### config.mk
export PLATFORM = sky130hd
export DESIGN_NAME = shift_array_insert_delete_search_top
export DESIGN_NICKNAME = d
export VERILOG_FILES = /design/src/sais_pkg.sv /design/src/sais_cell.sv /design/src/sais_sel.sv /design/src/shift_array_insert_delete_search_top.sv
export SDC_FILE = /design/constraint.sdc
export NUM_CORES = 2
export LEC_CHECK = 0
export BUFFER_PORTS_ARGS = -buffer_cell sky130_fd_sc_hd__clkbuf_2
export CAP_MARGIN = 20
export CORE_MARGIN = 5
export CORE_UTILIZATION = 30
export CTS_BUF_LIST = sky130_fd_sc_hd__clkbuf_8
export CTS_CLUSTER_DIAMETER = 200
export DETAILED_ROUTE_END_ITERATION = 10
export HOLD_SLACK_MARGIN = 0.08
export PLACE_DENSITY = 0.43
export RECOVER_POWER = 50
export SKIP_LAST_GASP = 1
export SLEW_MARGIN = 40
export SYNTH_ARGS = -nofsm -noshare
export SYNTH_HDL_FRONTEND = slang
export SYNTH_HIERARCHICAL = 1
export SYNTH_SLANG_ARGS = --single-unit
### constraint.sdc
create_clock -name clk -period 5.7 [get_ports clk]
set_input_delay 0.855 -clock clk [delete_from_list [all_inputs] [get_ports clk]]
set_output_delay 0.855 -clock clk [all_outputs]
set_load 0.03 [all_outputs]
### src/sais_pkg.sv
package sais_pkg;

	localparam int POS_W  = 4;
	localparam int DATA_W = 32;
	localparam int FIDX_W = 4;
	localparam int CNT_W  = 5;

	typedef enum logic [1:0] {
		OP_INSERT = 2'd0,
		OP_DELETE = 2'd1,
		OP_SEARCH = 2'd2,
		OP_READ   = 2'd3
	} opcode_t;

	typedef enum logic [1:0] {
		ST_OK       = 2'd0,
		ST_FULL     = 2'd1,
		ST_RANGE    = 2'd2,
		ST_NOTFOUND = 2'd3
	} status_t;

	// Broadcast from the top level to every cell in the row.
	typedef struct packed {
		logic              ins;
		logic              del;
		logic              search;
		logic              rd;
		logic [POS_W-1:0]  pos;
		logic [DATA_W-1:0] value;
	} cell_ctrl_t;

endpackage

### src/sais_cell.sv
module sais_cell #(
	parameter int DEPTH = 16,
	parameter int INDEX = 0
) (
	input  logic                            clk,
	input  sais_pkg::cell_ctrl_t            ctrl,
	input  logic [$clog2(DEPTH+1)-1:0]      count,
	input  logic [sais_pkg::DATA_W-1:0]     left_data,
	input  logic [sais_pkg::DATA_W-1:0]     right_data,
	output logic [sais_pkg::DATA_W-1:0]     data,
	output logic                            hit
);

	localparam int CW = $clog2(DEPTH + 1);
	localparam int PW = (CW > sais_pkg::POS_W) ? CW : sais_pkg::POS_W;

	logic [sais_pkg::DATA_W-1:0] data_q;
	logic [PW-1:0]               idx;
	logic [PW-1:0]               pos_w;
	logic [PW-1:0]               cnt_w;
	logic                        live;

	assign idx   = PW'(INDEX);
	assign pos_w = PW'(ctrl.pos);
	assign cnt_w = PW'(count);
	assign live  = idx < cnt_w;
	assign data  = data_q;

	// Insert pulls from the lower neighbor, delete from the upper one.
	always_ff @(posedge clk) begin
		if (ctrl.ins && idx > pos_w) begin
			data_q <= left_data;
		end else if (ctrl.ins && idx == pos_w) begin
			data_q <= ctrl.value;
		end else if (ctrl.del && idx >= pos_w) begin
			data_q <= right_data;
		end
	end

	always_comb begin
		hit = 1'b0;
		if (ctrl.search) begin
			hit = live && (data_q == ctrl.value);
		end else if (ctrl.rd) begin
			hit = live && (idx == pos_w);
		end
	end

endmodule

### src/sais_sel.sv
module sais_sel #(
	parameter int N = 16
) (
	input  logic [N-1:0]                     hit,
	input  logic [sais_pkg::DATA_W-1:0]      data [N],
	output logic                             found,
	output logic [((N > 1) ? $clog2(N) : 1)-1:0] index,
	output logic [sais_pkg::DATA_W-1:0]      sel_data
);

	localparam int L = (N > 1) ? $clog2(N) : 1;
	localparam int P = 1 << L;

	logic         node_v  [L+1][P];
	logic [L-1:0] node_ix [L+1][P];

	// Binary tree priority encoder: the lower half wins at every node.
	always_comb begin
		for (int l = 0; l <= L; l++) begin
			for (int j = 0; j < P; j++) begin
				node_v[l][j]  = 1'b0;
				node_ix[l][j] = '0;
			end
		end
		for (int j = 0; j < N; j++) begin
			node_v[0][j]  = hit[j];
			node_ix[0][j] = L'(j);
		end
		for (int l = 1; l <= L; l++) begin
			for (int j = 0; j < (P >> l); j++) begin
				node_v[l][j]  = node_v[l-1][2*j] || node_v[l-1][2*j+1];
				node_ix[l][j] = node_v[l-1][2*j] ? node_ix[l-1][2*j] : node_ix[l-1][2*j+1];
			end
		end
		found = node_v[L][0];
		index = node_ix[L][0];
	end

	// A read hits at most one cell, so an and-or selects its word.
	always_comb begin
		sel_data = '0;
		for (int j = 0; j < N; j++) begin
			sel_data = sel_data | (hit[j] ? data[j] : '0);
		end
	end

endmodule

### src/shift_array_insert_delete_search_top.sv
// Ordered list of up to DEPTH signed 32-bit words kept in a row of cells.
// Input channel (in_valid/in_stall) carries one request: opcode, position
// and value. Insert shifts later entries up, delete shifts them down,
// search finds the lowest matching index below the count, read returns one
// entry. Output channel (out_valid/out_stall) returns one response per
// request: status, found_index, read_value and count_after.
// A request is accepted when in_valid is high and in_stall is low. At that
// edge the cells shift in parallel and the compare result of each cell is
// registered; when the compare stage advances, a priority tree over those
// bits forms the response in the output register and out_valid rises.
// Throughput is one request per cycle while the receiver keeps taking
// responses; the compare stage and the output register form the pipeline.
// When out_stall holds a response, a busy compare stage waits and in_stall
// rises until the output register drains. Reset empties the list (count is
// zero) and clears both valid flags; entry contents are not cleared.
module shift_array_insert_delete_search_top #(
	parameter int DEPTH = 16
) (
	input  logic                               clk,
	input  logic                               arst_n,
	input  logic                               in_valid,
	output logic                               in_stall,
	input  logic [1:0]                         opcode,
	input  logic [sais_pkg::POS_W-1:0]         position,
	input  logic signed [sais_pkg::DATA_W-1:0] value,
	output logic                               out_valid,
	input  logic                               out_stall,
	output logic [1:0]                         status,
	output logic [sais_pkg::FIDX_W-1:0]        found_index,
	output logic signed [sais_pkg::DATA_W-1:0] read_value,
	output logic [sais_pkg::CNT_W-1:0]         count_after
);

	localparam int CW = $clog2(DEPTH + 1);
	localparam int PW = (CW > sais_pkg::POS_W) ? CW : sais_pkg::POS_W;
	localparam int IW = $clog2(DEPTH);

	sais_pkg::opcode_t           op;
	sais_pkg::status_t           st_now;
	sais_pkg::cell_ctrl_t        ctrl;
	logic                        accept;
	logic                        adv;
	logic [PW-1:0]               pos_w;
	logic [PW-1:0]               cnt_w;
	logic [CW-1:0]               count_q;
	logic [CW-1:0]               count_next;

	logic [sais_pkg::DATA_W-1:0] cell_data [DEPTH];
	logic [DEPTH-1:0]            cell_hit;

	logic                        busy_q;
	sais_pkg::opcode_t           op_s1;
	sais_pkg::status_t           status_s1;
	logic [CW-1:0]               count_s1;
	logic [DEPTH-1:0]            hit_s1;

	logic                        sel_found;
	logic [IW-1:0]               sel_index;
	logic [sais_pkg::DATA_W-1:0] sel_data;

	logic                        out_valid_q;
	sais_pkg::status_t           status_q;
	logic [sais_pkg::FIDX_W-1:0] found_index_q;
	logic [sais_pkg::DATA_W-1:0] read_value_q;
	logic [sais_pkg::CNT_W-1:0]  count_after_q;

	assign op       = sais_pkg::opcode_t'(opcode);
	assign pos_w    = PW'(position);
	assign cnt_w    = PW'(count_q);
	assign adv      = busy_q && (!out_valid_q || !out_stall);
	assign in_stall = busy_q && !adv;
	assign accept   = in_valid && !in_stall;

	// Status checks on the list as it stands before the request.
	always_comb begin
		st_now     = sais_pkg::ST_OK;
		count_next = count_q;
		unique case (op)
			sais_pkg::OP_INSERT: begin
				priority if (cnt_w == PW'(DEPTH)) begin
					st_now = sais_pkg::ST_FULL;
				end else if (pos_w > cnt_w) begin
					st_now = sais_pkg::ST_RANGE;
				end else begin
					count_next = count_q + CW'(1);
				end
			end
			sais_pkg::OP_DELETE: begin
				if (pos_w >= cnt_w) begin
					st_now = sais_pkg::ST_RANGE;
				end else begin
					count_next = count_q - CW'(1);
				end
			end
			sais_pkg::OP_SEARCH: begin
				st_now = sais_pkg::ST_OK;
			end
			sais_pkg::OP_READ: begin
				if (pos_w >= cnt_w) begin
					st_now = sais_pkg::ST_RANGE;
				end
			end
			default: begin
				st_now = sais_pkg::ST_OK;
			end
		endcase
	end

	always_comb begin
		ctrl.ins    = accept && (op == sais_pkg::OP_INSERT) && (st_now == sais_pkg::ST_OK);
		ctrl.del    = accept && (op == sais_pkg::OP_DELETE) && (st_now == sais_pkg::ST_OK);
		ctrl.search = op == sais_pkg::OP_SEARCH;
		ctrl.rd     = op == sais_pkg::OP_READ;
		ctrl.pos    = position;
		ctrl.value  = value;
	end

	for (genvar i = 0; i < DEPTH; i++) begin : g_cell
		logic [sais_pkg::DATA_W-1:0] left_d;
		logic [sais_pkg::DATA_W-1:0] right_d;

		if (i == 0) begin : g_first
			assign left_d = cell_data[i];
		end else begin : g_mid_l
			assign left_d = cell_data[i-1];
		end
		if (i == DEPTH - 1) begin : g_last
			assign right_d = cell_data[i];
		end else begin : g_mid_r
			assign right_d = cell_data[i+1];
		end

		sais_cell #(
			.DEPTH (DEPTH),
			.INDEX (i)
		) u_cell (
			.clk        (clk),
			.ctrl       (ctrl),
			.count      (count_q),
			.left_data  (left_d),
			.right_data (right_d),
			.data       (cell_data[i]),
			.hit        (cell_hit[i])
		);
	end

	always_ff @(posedge clk or negedge arst_n) begin
		if (!arst_n) begin
			count_q <= '0;
			busy_q  <= 1'b0;
		end else begin
			if (accept) begin
				count_q <= count_next;
				busy_q  <= 1'b1;
			end else if (adv) begin
				busy_q  <= 1'b0;
			end
		end
	end

	always_ff @(posedge clk) begin
		if (accept) begin
			op_s1     <= op;
			status_s1 <= st_now;
			count_s1  <= count_next;
			hit_s1    <= cell_hit;
		end
	end

	// A read leaves the cells untouched until the response is formed, since
	// the next request is taken no earlier than that edge.
	sais_sel #(
		.N (DEPTH)
	) u_sel (
		.hit      (hit_s1),
		.data     (cell_data),
		.found    (sel_found),
		.index    (sel_index),
		.sel_data (sel_data)
	);

	always_ff @(posedge clk or negedge arst_n) begin
		if (!arst_n) begin
			out_valid_q <= 1'b0;
		end else begin
			if (adv) begin
				out_valid_q <= 1'b1;
			end else if (!out_stall) begin
				out_valid_q <= 1'b0;
			end
		end
	end

	always_ff @(posedge clk) begin
		if (adv) begin
			count_after_q <= sais_pkg::CNT_W'(count_s1);
			if (op_s1 == sais_pkg::OP_SEARCH) begin
				status_q      <= sel_found ? sais_pkg::ST_OK : sais_pkg::ST_NOTFOUND;
				found_index_q <= sel_found ? sais_pkg::FIDX_W'(sel_index) : '0;
			end else begin
				status_q      <= status_s1;
				found_index_q <= '0;
			end
			if (op_s1 == sais_pkg::OP_READ && status_s1 == sais_pkg::ST_OK) begin
				read_value_q <= sel_data;
			end else begin
				read_value_q <= '0;
			end
		end
	end

	assign out_valid   = out_valid_q;
	assign status      = status_q;
	assign found_index = found_index_q;
	assign read_value  = read_value_q;
	assign count_after = count_after_q;

	a_count_bound: assert property (@(posedge clk) disable iff (!arst_n)
		PW'(count_q) <= PW'(DEPTH))
		else $error("list count exceeds its depth");

	a_idle_no_stall: assert property (@(posedge clk) disable iff (!arst_n)
		!busy_q |-> !in_stall)
		else $error("input stalled with an empty compare stage");

	a_insert_count: assert property (@(posedge clk) disable iff (!arst_n)
		ctrl.ins |=> count_q == $past(count_q) + CW'(1))
		else $error("successful insert did not grow the count");

	a_search_in_range: assert property (@(posedge clk) disable iff (!arst_n)
		adv && op_s1 == sais_pkg::OP_SEARCH && sel_found |->
		CW'(sel_index) < count_s1)
		else $error("search matched a stale entry");

endmodule
==> report_table.html <==
<table>
<tr><th>Metric</th><th>Value</th></tr>
<tr><th colspan="2">Critical path</th></tr>
<tr><td>Count of cells along the worst register-to-register path</td><td>8</td></tr>
<tr><td>Number of buffer and inverter stages on the critical path</td><td>4</td></tr>
<tr><td>Reg-to-reg critical path endpoint</td><td>g_cell[10].u_cell/data[0]$_DFFE_PP_</td></tr>
<tr><td>Setup Crit Path Kind</td><td>reg -&gt; reg</td></tr>
<tr><td>Critical path endpoint category</td><td>flip-flop</td></tr>
<tr><td>Critical R2R Launch</td><td>out_valid$_DFFE_PN0P_</td></tr>
<tr><td>Flop-to-flop setup slack</td><td>800 ps</td></tr>
<tr><td>Largest stage delay on the critical path</td><td>1330 ps</td></tr>
<tr><td>Worst EP required</td><td>6220 ps</td></tr>
<tr><td>Crit path to</td><td>g_cell[10].u_cell/data[0]$_DFFE_PP_</td></tr>
<tr><td>Slowest stage cell on the critical path</td><td>sky130_fd_sc_hd__clkbuf_1</td></tr>
<tr><td>Largest fanout of any net on the critical path</td><td>31</td></tr>
<tr><td>Cell family with most CP delay</td><td>buffers and inverters</td></tr>
<tr><td>CP cell instances</td><td>nand3_1, nand2_2, inv_1, clkbuf_1, and3_4, buf_4, o21a_1, buf_4</td></tr>
<tr><td>Setup crit start</td><td>out_valid$_DFFE_PN0P_</td></tr>
<tr><td>Arrival time worst endpoint</td><td>5420 ps</td></tr>
<tr><td>Most prevalent standard cell on the critical path</td><td>sky130_fd_sc_hd__buf_4</td></tr>
<tr><td>CP startpoint kind</td><td>flip-flop</td></tr>
<tr><td>Number of logic stages on the critical path including buffering</td><td>8</td></tr>
<tr><th colspan="2">Floorplan</th></tr>
<tr><td>Horizontal die dimension</td><td>367 um</td></tr>
<tr><td>Overall die height</td><td>approximately 370 um</td></tr>
<tr><td>Initial Utilization</td><td>30.1%</td></tr>
<tr><td>Die Footprint</td><td>0.135 mm2</td></tr>
<tr><td>Number of ports placed on the die boundary</td><td>87</td></tr>
<tr><td>Core area</td><td>0.127 mm2</td></tr>
<tr><td>Number of placement rows</td><td>131</td></tr>
<tr><th colspan="2">Timing</th></tr>
<tr><td>Clock tree skew after final layout</td><td>60.7 ps</td></tr>
<tr><td>Total count of hold-check failures in the final report</td><td>0</td></tr>
<tr><td>Max-slew violations</td><td>164</td></tr>
<tr><td>Worst-margin pin slew</td><td>about 3700 ps</td></tr>
<tr><td>RSZ-0062 raised after global routing</td><td>no</td></tr>
<tr><td>Min Hold Slack</td><td>approximately 250 ps</td></tr>
<tr><td>Setup tns final</td><td>0 ps</td></tr>
<tr><td>Crit path time final</td><td>approximately 5000 ps</td></tr>
<tr><td>Period utilisation layout</td><td>a little under nine tenths</td></tr>
<tr><td>Setup Viol. Count Final</td><td>0</td></tr>
<tr><td>Fmax achieved</td><td>204 MHz</td></tr>
<tr><td>Max-slew headroom at the worst pin</td><td>-148%</td></tr>
<tr><th colspan="2">Synth</th></tr>
<tr><td>Synthesized netlist cell count</td><td>between 3000 and 4000</td></tr>
<tr><td>Syn Std Cell Area</td><td>0.0382 mm2</td></tr>
<tr><td>Top FF cell, synth</td><td>sky130_fd_sc_hd__edfxtp_1</td></tr>
<tr><td>Leading cell types by total area after synthesis</td><td>sky130_fd_sc_hd__edfxtp_1 (46%), sky130_fd_sc_hd__xnor2_1 (12%), sky130_fd_sc_hd__mux2i_1 (8.4%), sky130_fd_sc_hd__a22o_1 (4.4%), sky130_fd_sc_hd__a21oi_1 (3.2%)</td></tr>
<tr><td>Number of enable flip-flop cells after synthesis</td><td>580</td></tr>
<tr><td>Top cell types by occurrence after synthesis</td><td>sky130_fd_sc_hd__edfxtp_1 (580), sky130_fd_sc_hd__xnor2_1 (516), sky130_fd_sc_hd__mux2i_1 (322), sky130_fd_sc_hd__nor2_1 (253), sky130_fd_sc_hd__a21oi_1 (244)</td></tr>
<tr><td>Fraction of the yosys area taken by sequential cells</td><td>46.0%</td></tr>
<tr><td>Number of synthesized register bits</td><td>587</td></tr>
<tr><td>Synth top area share</td><td>45.6%</td></tr>
<tr><td>Warnings, synthesis</td><td>6</td></tr>
<tr><td>Cell taking the most area after synthesis</td><td>sky130_fd_sc_hd__edfxtp_1</td></tr>
<tr><td>Number of distinct library cell variants in the gate-level netlist after synthesis</td><td>93</td></tr>
<tr><td>Most repeated cell in the gate-level netlist after synthesis</td><td>sky130_fd_sc_hd__edfxtp_1</td></tr>
<tr><td>Net count of the mapped netlist</td><td>3529</td></tr>
<tr><td>Avg Cell Area, Syn</td><td>11.0 um2</td></tr>
<tr><td>Ys async rst share</td><td>between 1 and 1.5%</td></tr>
<tr><th colspan="2">Final layout</th></tr>
<tr><td>Final Non-Filler Cells</td><td>5341</td></tr>
<tr><td>Design Area, Final</td><td>0.0424 mm2</td></tr>
<tr><td>Number of filler cells placed in the layout</td><td>between 10000 and 15000</td></tr>
<tr><td>Area growth syn-to-layout</td><td>11.1%</td></tr>
<tr><td>Storage cell area</td><td>0.0176 mm2</td></tr>
<tr><td>Final #Nets</td><td>approximately 3600</td></tr>
<tr><td>Fraction of layout cells with a size suffix above 1</td><td>9.95%</td></tr>
<tr><td>Footprint of the multi-input gates</td><td>approximately 0.019 mm2</td></tr>
<tr><td>Finished Core Util</td><td>33.4%</td></tr>
<tr><th colspan="2">Global routing</th></tr>
<tr><td>Initial antenna violation count</td><td>26</td></tr>
<tr><td>Wire length of the first global-routing pass</td><td>~260000 um</td></tr>
<tr><td>Total grt overflow</td><td>0</td></tr>
<tr><td>Maximum number of pins on one net before global-route repair</td><td>65</td></tr>
<tr><td>Vias in the first global route</td><td>about 30000</td></tr>
<tr><td>GRT Total Usage</td><td>a little over a quarter</td></tr>
<tr><th colspan="2">Clock tree</th></tr>
<tr><td>Clock-pin slew on the worst setup and hold paths</td><td>60 ps</td></tr>
<tr><td>CTS tree</td><td>built</td></tr>
<tr><td>Clock tree root buffer cell</td><td>sky130_fd_sc_hd__clkbuf_8</td></tr>
<tr><td>TritonCTS Buffers</td><td>115</td></tr>
<tr><td>Bufs on Longest Clock Path</td><td>3</td></tr>
<tr><td>Number of H-tree branching levels</td><td>3</td></tr>
<tr><td>Latest clock arrival within the worst-skew pair</td><td>840 ps</td></tr>
<tr><td>Total number of clock tree sinks</td><td>587</td></tr>
<tr><td>Resized cells post-CTS</td><td>0</td></tr>
<tr><th colspan="2">Detailed routing</th></tr>
<tr><td>Overall via count from detail_route</td><td>approximately 32000</td></tr>
<tr><td>Detailed router's first-iteration violation count</td><td>5181</td></tr>
<tr><td>1st-pass router iterations</td><td>6</td></tr>
<tr><td>Mean routed wirelength per cell</td><td>35.8 um</td></tr>
<tr><td>Number of remaining DRC errors</td><td>0</td></tr>
<tr><td>Routed wire length</td><td>~190000 um</td></tr>
<tr><td>Vias per cell</td><td>~6.1</td></tr>
<tr><td>Remaining antenna violation count after routing</td><td>0</td></tr>
<tr><th colspan="2">Placed design</th></tr>
<tr><td>Number of cells in the design after placement</td><td>between 5000 and 6000</td></tr>
<tr><td>Count of input and output buffers</td><td>86</td></tr>
<tr><td>Placement Cell Area</td><td>a little over 0.04 mm2</td></tr>
<tr><td>Placed wire-length estimate</td><td>127000 um</td></tr>
<tr><td>Global placer's final weighted congestion</td><td>0.938</td></tr>
<tr><th colspan="2">Run status</th></tr>
<tr><td>Result of the run</td><td>finished, violations left</td></tr>
<tr><td>Violated checks</td><td>capacitance limit, slew limit</td></tr>
<tr><th colspan="2">Flow run</th></tr>
<tr><td>Max-capacitance violation count</td><td>6</td></tr>
<tr><th colspan="2">Power and ir drop</th></tr>
<tr><td>Static leakage</td><td>15.3 nW</td></tr>
<tr><td>Total power divided by cell area</td><td>slightly below 300 mW/mm2</td></tr>
<tr><td>Maximum ir drop on the vdd rail</td><td>0.178 mV</td></tr>
<tr><th colspan="2">Min path</th></tr>
<tr><td>Kind of path behind the tightest hold check</td><td>in -&gt; reg</td></tr>
</table>
cell usage in the layout (no fill, tap or decap), types with 50 or more instances in the layout:
cell type,Yosys,final
sky130_fd_sc_hd__nand2_1,223,220
sky130_fd_sc_hd__buf_4,15,87
sky130_fd_sc_hd__a21oi_1,244,243
sky130_fd_sc_hd__o21ai_1,78,50
sky130_fd_sc_hd__clkbuf_8,0,121
sky130_fd_sc_hd__inv_1,83,131
sky130_fd_sc_hd__a221oi_1,131,132
sky130_fd_sc_hd__mux2i_1,322,322
sky130_fd_sc_hd__edfxtp_1,580,580
sky130_fd_sc_hd__o21ai_0,64,91
sky130_fd_sc_hd__xnor2_1,516,516
sky130_fd_sc_hd__nand4_1,162,162
sky130_fd_sc_hd__clkbuf_1,85,59
sky130_fd_sc_hd__a222oi_1,63,63
sky130_fd_sc_hd__nor2_1,253,251
sky130_fd_sc_hd__a22o_1,190,190
registers in the layout, summed over array words and instances, names as in the netlist:
| signal | cells |
|---|---|
| busy_q | 1 |
| cnt_w | 5 |
| count_after | 5 |
| count_s1 | 5 |
| found_index | 4 |
| g_cell.u_cell/data | 512 |
| hit_s1 | 16 |
| op_s1 | 2 |
| out_valid | 1 |
| read_value | 32 |
| status | 2 |
| status_s1 | 2 |
cells by family after synthesis:
logic type,count (synthesis),share of synthesized area [%]
compound gates,902,16.9
simple gates,798,10.6
mux,355,9.70
fa+ha+maj,6,0.196
xor+xnor,516,11.8
flops,587,46.0
buf+inv,317,4.71
final cells by class:
type                    count  share of cell area [%]
inverters                  84                   0.743
diodes                     10                  0.0590
clock buffers             121                    3.92
well taps                1662                    4.90
repair buffers            211                    3.63
multi-input cells        2577                    44.3
flip-flops and latches    587                    41.4
clock inverters            89                   0.982
layer usage:
| metal | track usage (%) | vias up | share of wire (%) |
|---|---|---|---|
| li1 | - | 13600 | - |
| met1 | 38.6 | 16400 | 43 |
| met2 | 40.1 | 2007 | 42 |
| met3 | 7.08 | 353 | 11 |
| met4 | 9.77 | 6 | 4.2 |
| met5 | 0 | - | 0.018 |
power breakdown:
group	leakage (nW)	switching [W]	internal (W)
Combinational	8.65	0.00177	0.000954
Sequential	5.42	0.000497	0.00522
Clock	1.23	0.00209	0.00203
through the flow:
stage               worst slack [ps]  total power (W)
finish                           796           0.0126
global route                     532           0.0130
CTS                             1170           0.0127
detailed placement               986          0.00849
global placement                 954          0.00847
floorplan                       24.9          0.00724
worst register-to-register path: cells and delay by family (launching register included):
family,cells,cell delay (ps)
compound gates,1,770
buf+inv,4,2290
flops,1,430
simple gates,3,1090
repair_timing:
action                                 4_1_cts  5_1_grt
setup buffers                                0        0
endpoints found under the hold margin        7        0
hold buffers                                 1        0
how the worst min path moves through the flow:
stage | from | end | slack [ps] | depth (start not counted)
after floorplan | count_s1[0]$_DFFE_PP_ | count_after[0]$_DFFE_PP_ | 400 | 0
after global routing | in_valid | busy_q$_DFFE_PN0P_ | 170 | 2
after global placement | count_s1[3]$_DFFE_PP_ | count_after[3]$_DFFE_PP_ | 410 | 0
final | in_valid | busy_q$_DFFE_PN0P_ | 250 | 2
after CTS | in_valid | busy_q$_DFFE_PN0P_ | 160 | 2
after detailed placement | count_s1[3]$_DFFE_PP_ | count_after[3]$_DFFE_PP_ | 420 | 0
Power figures use the tool's default switching activity.
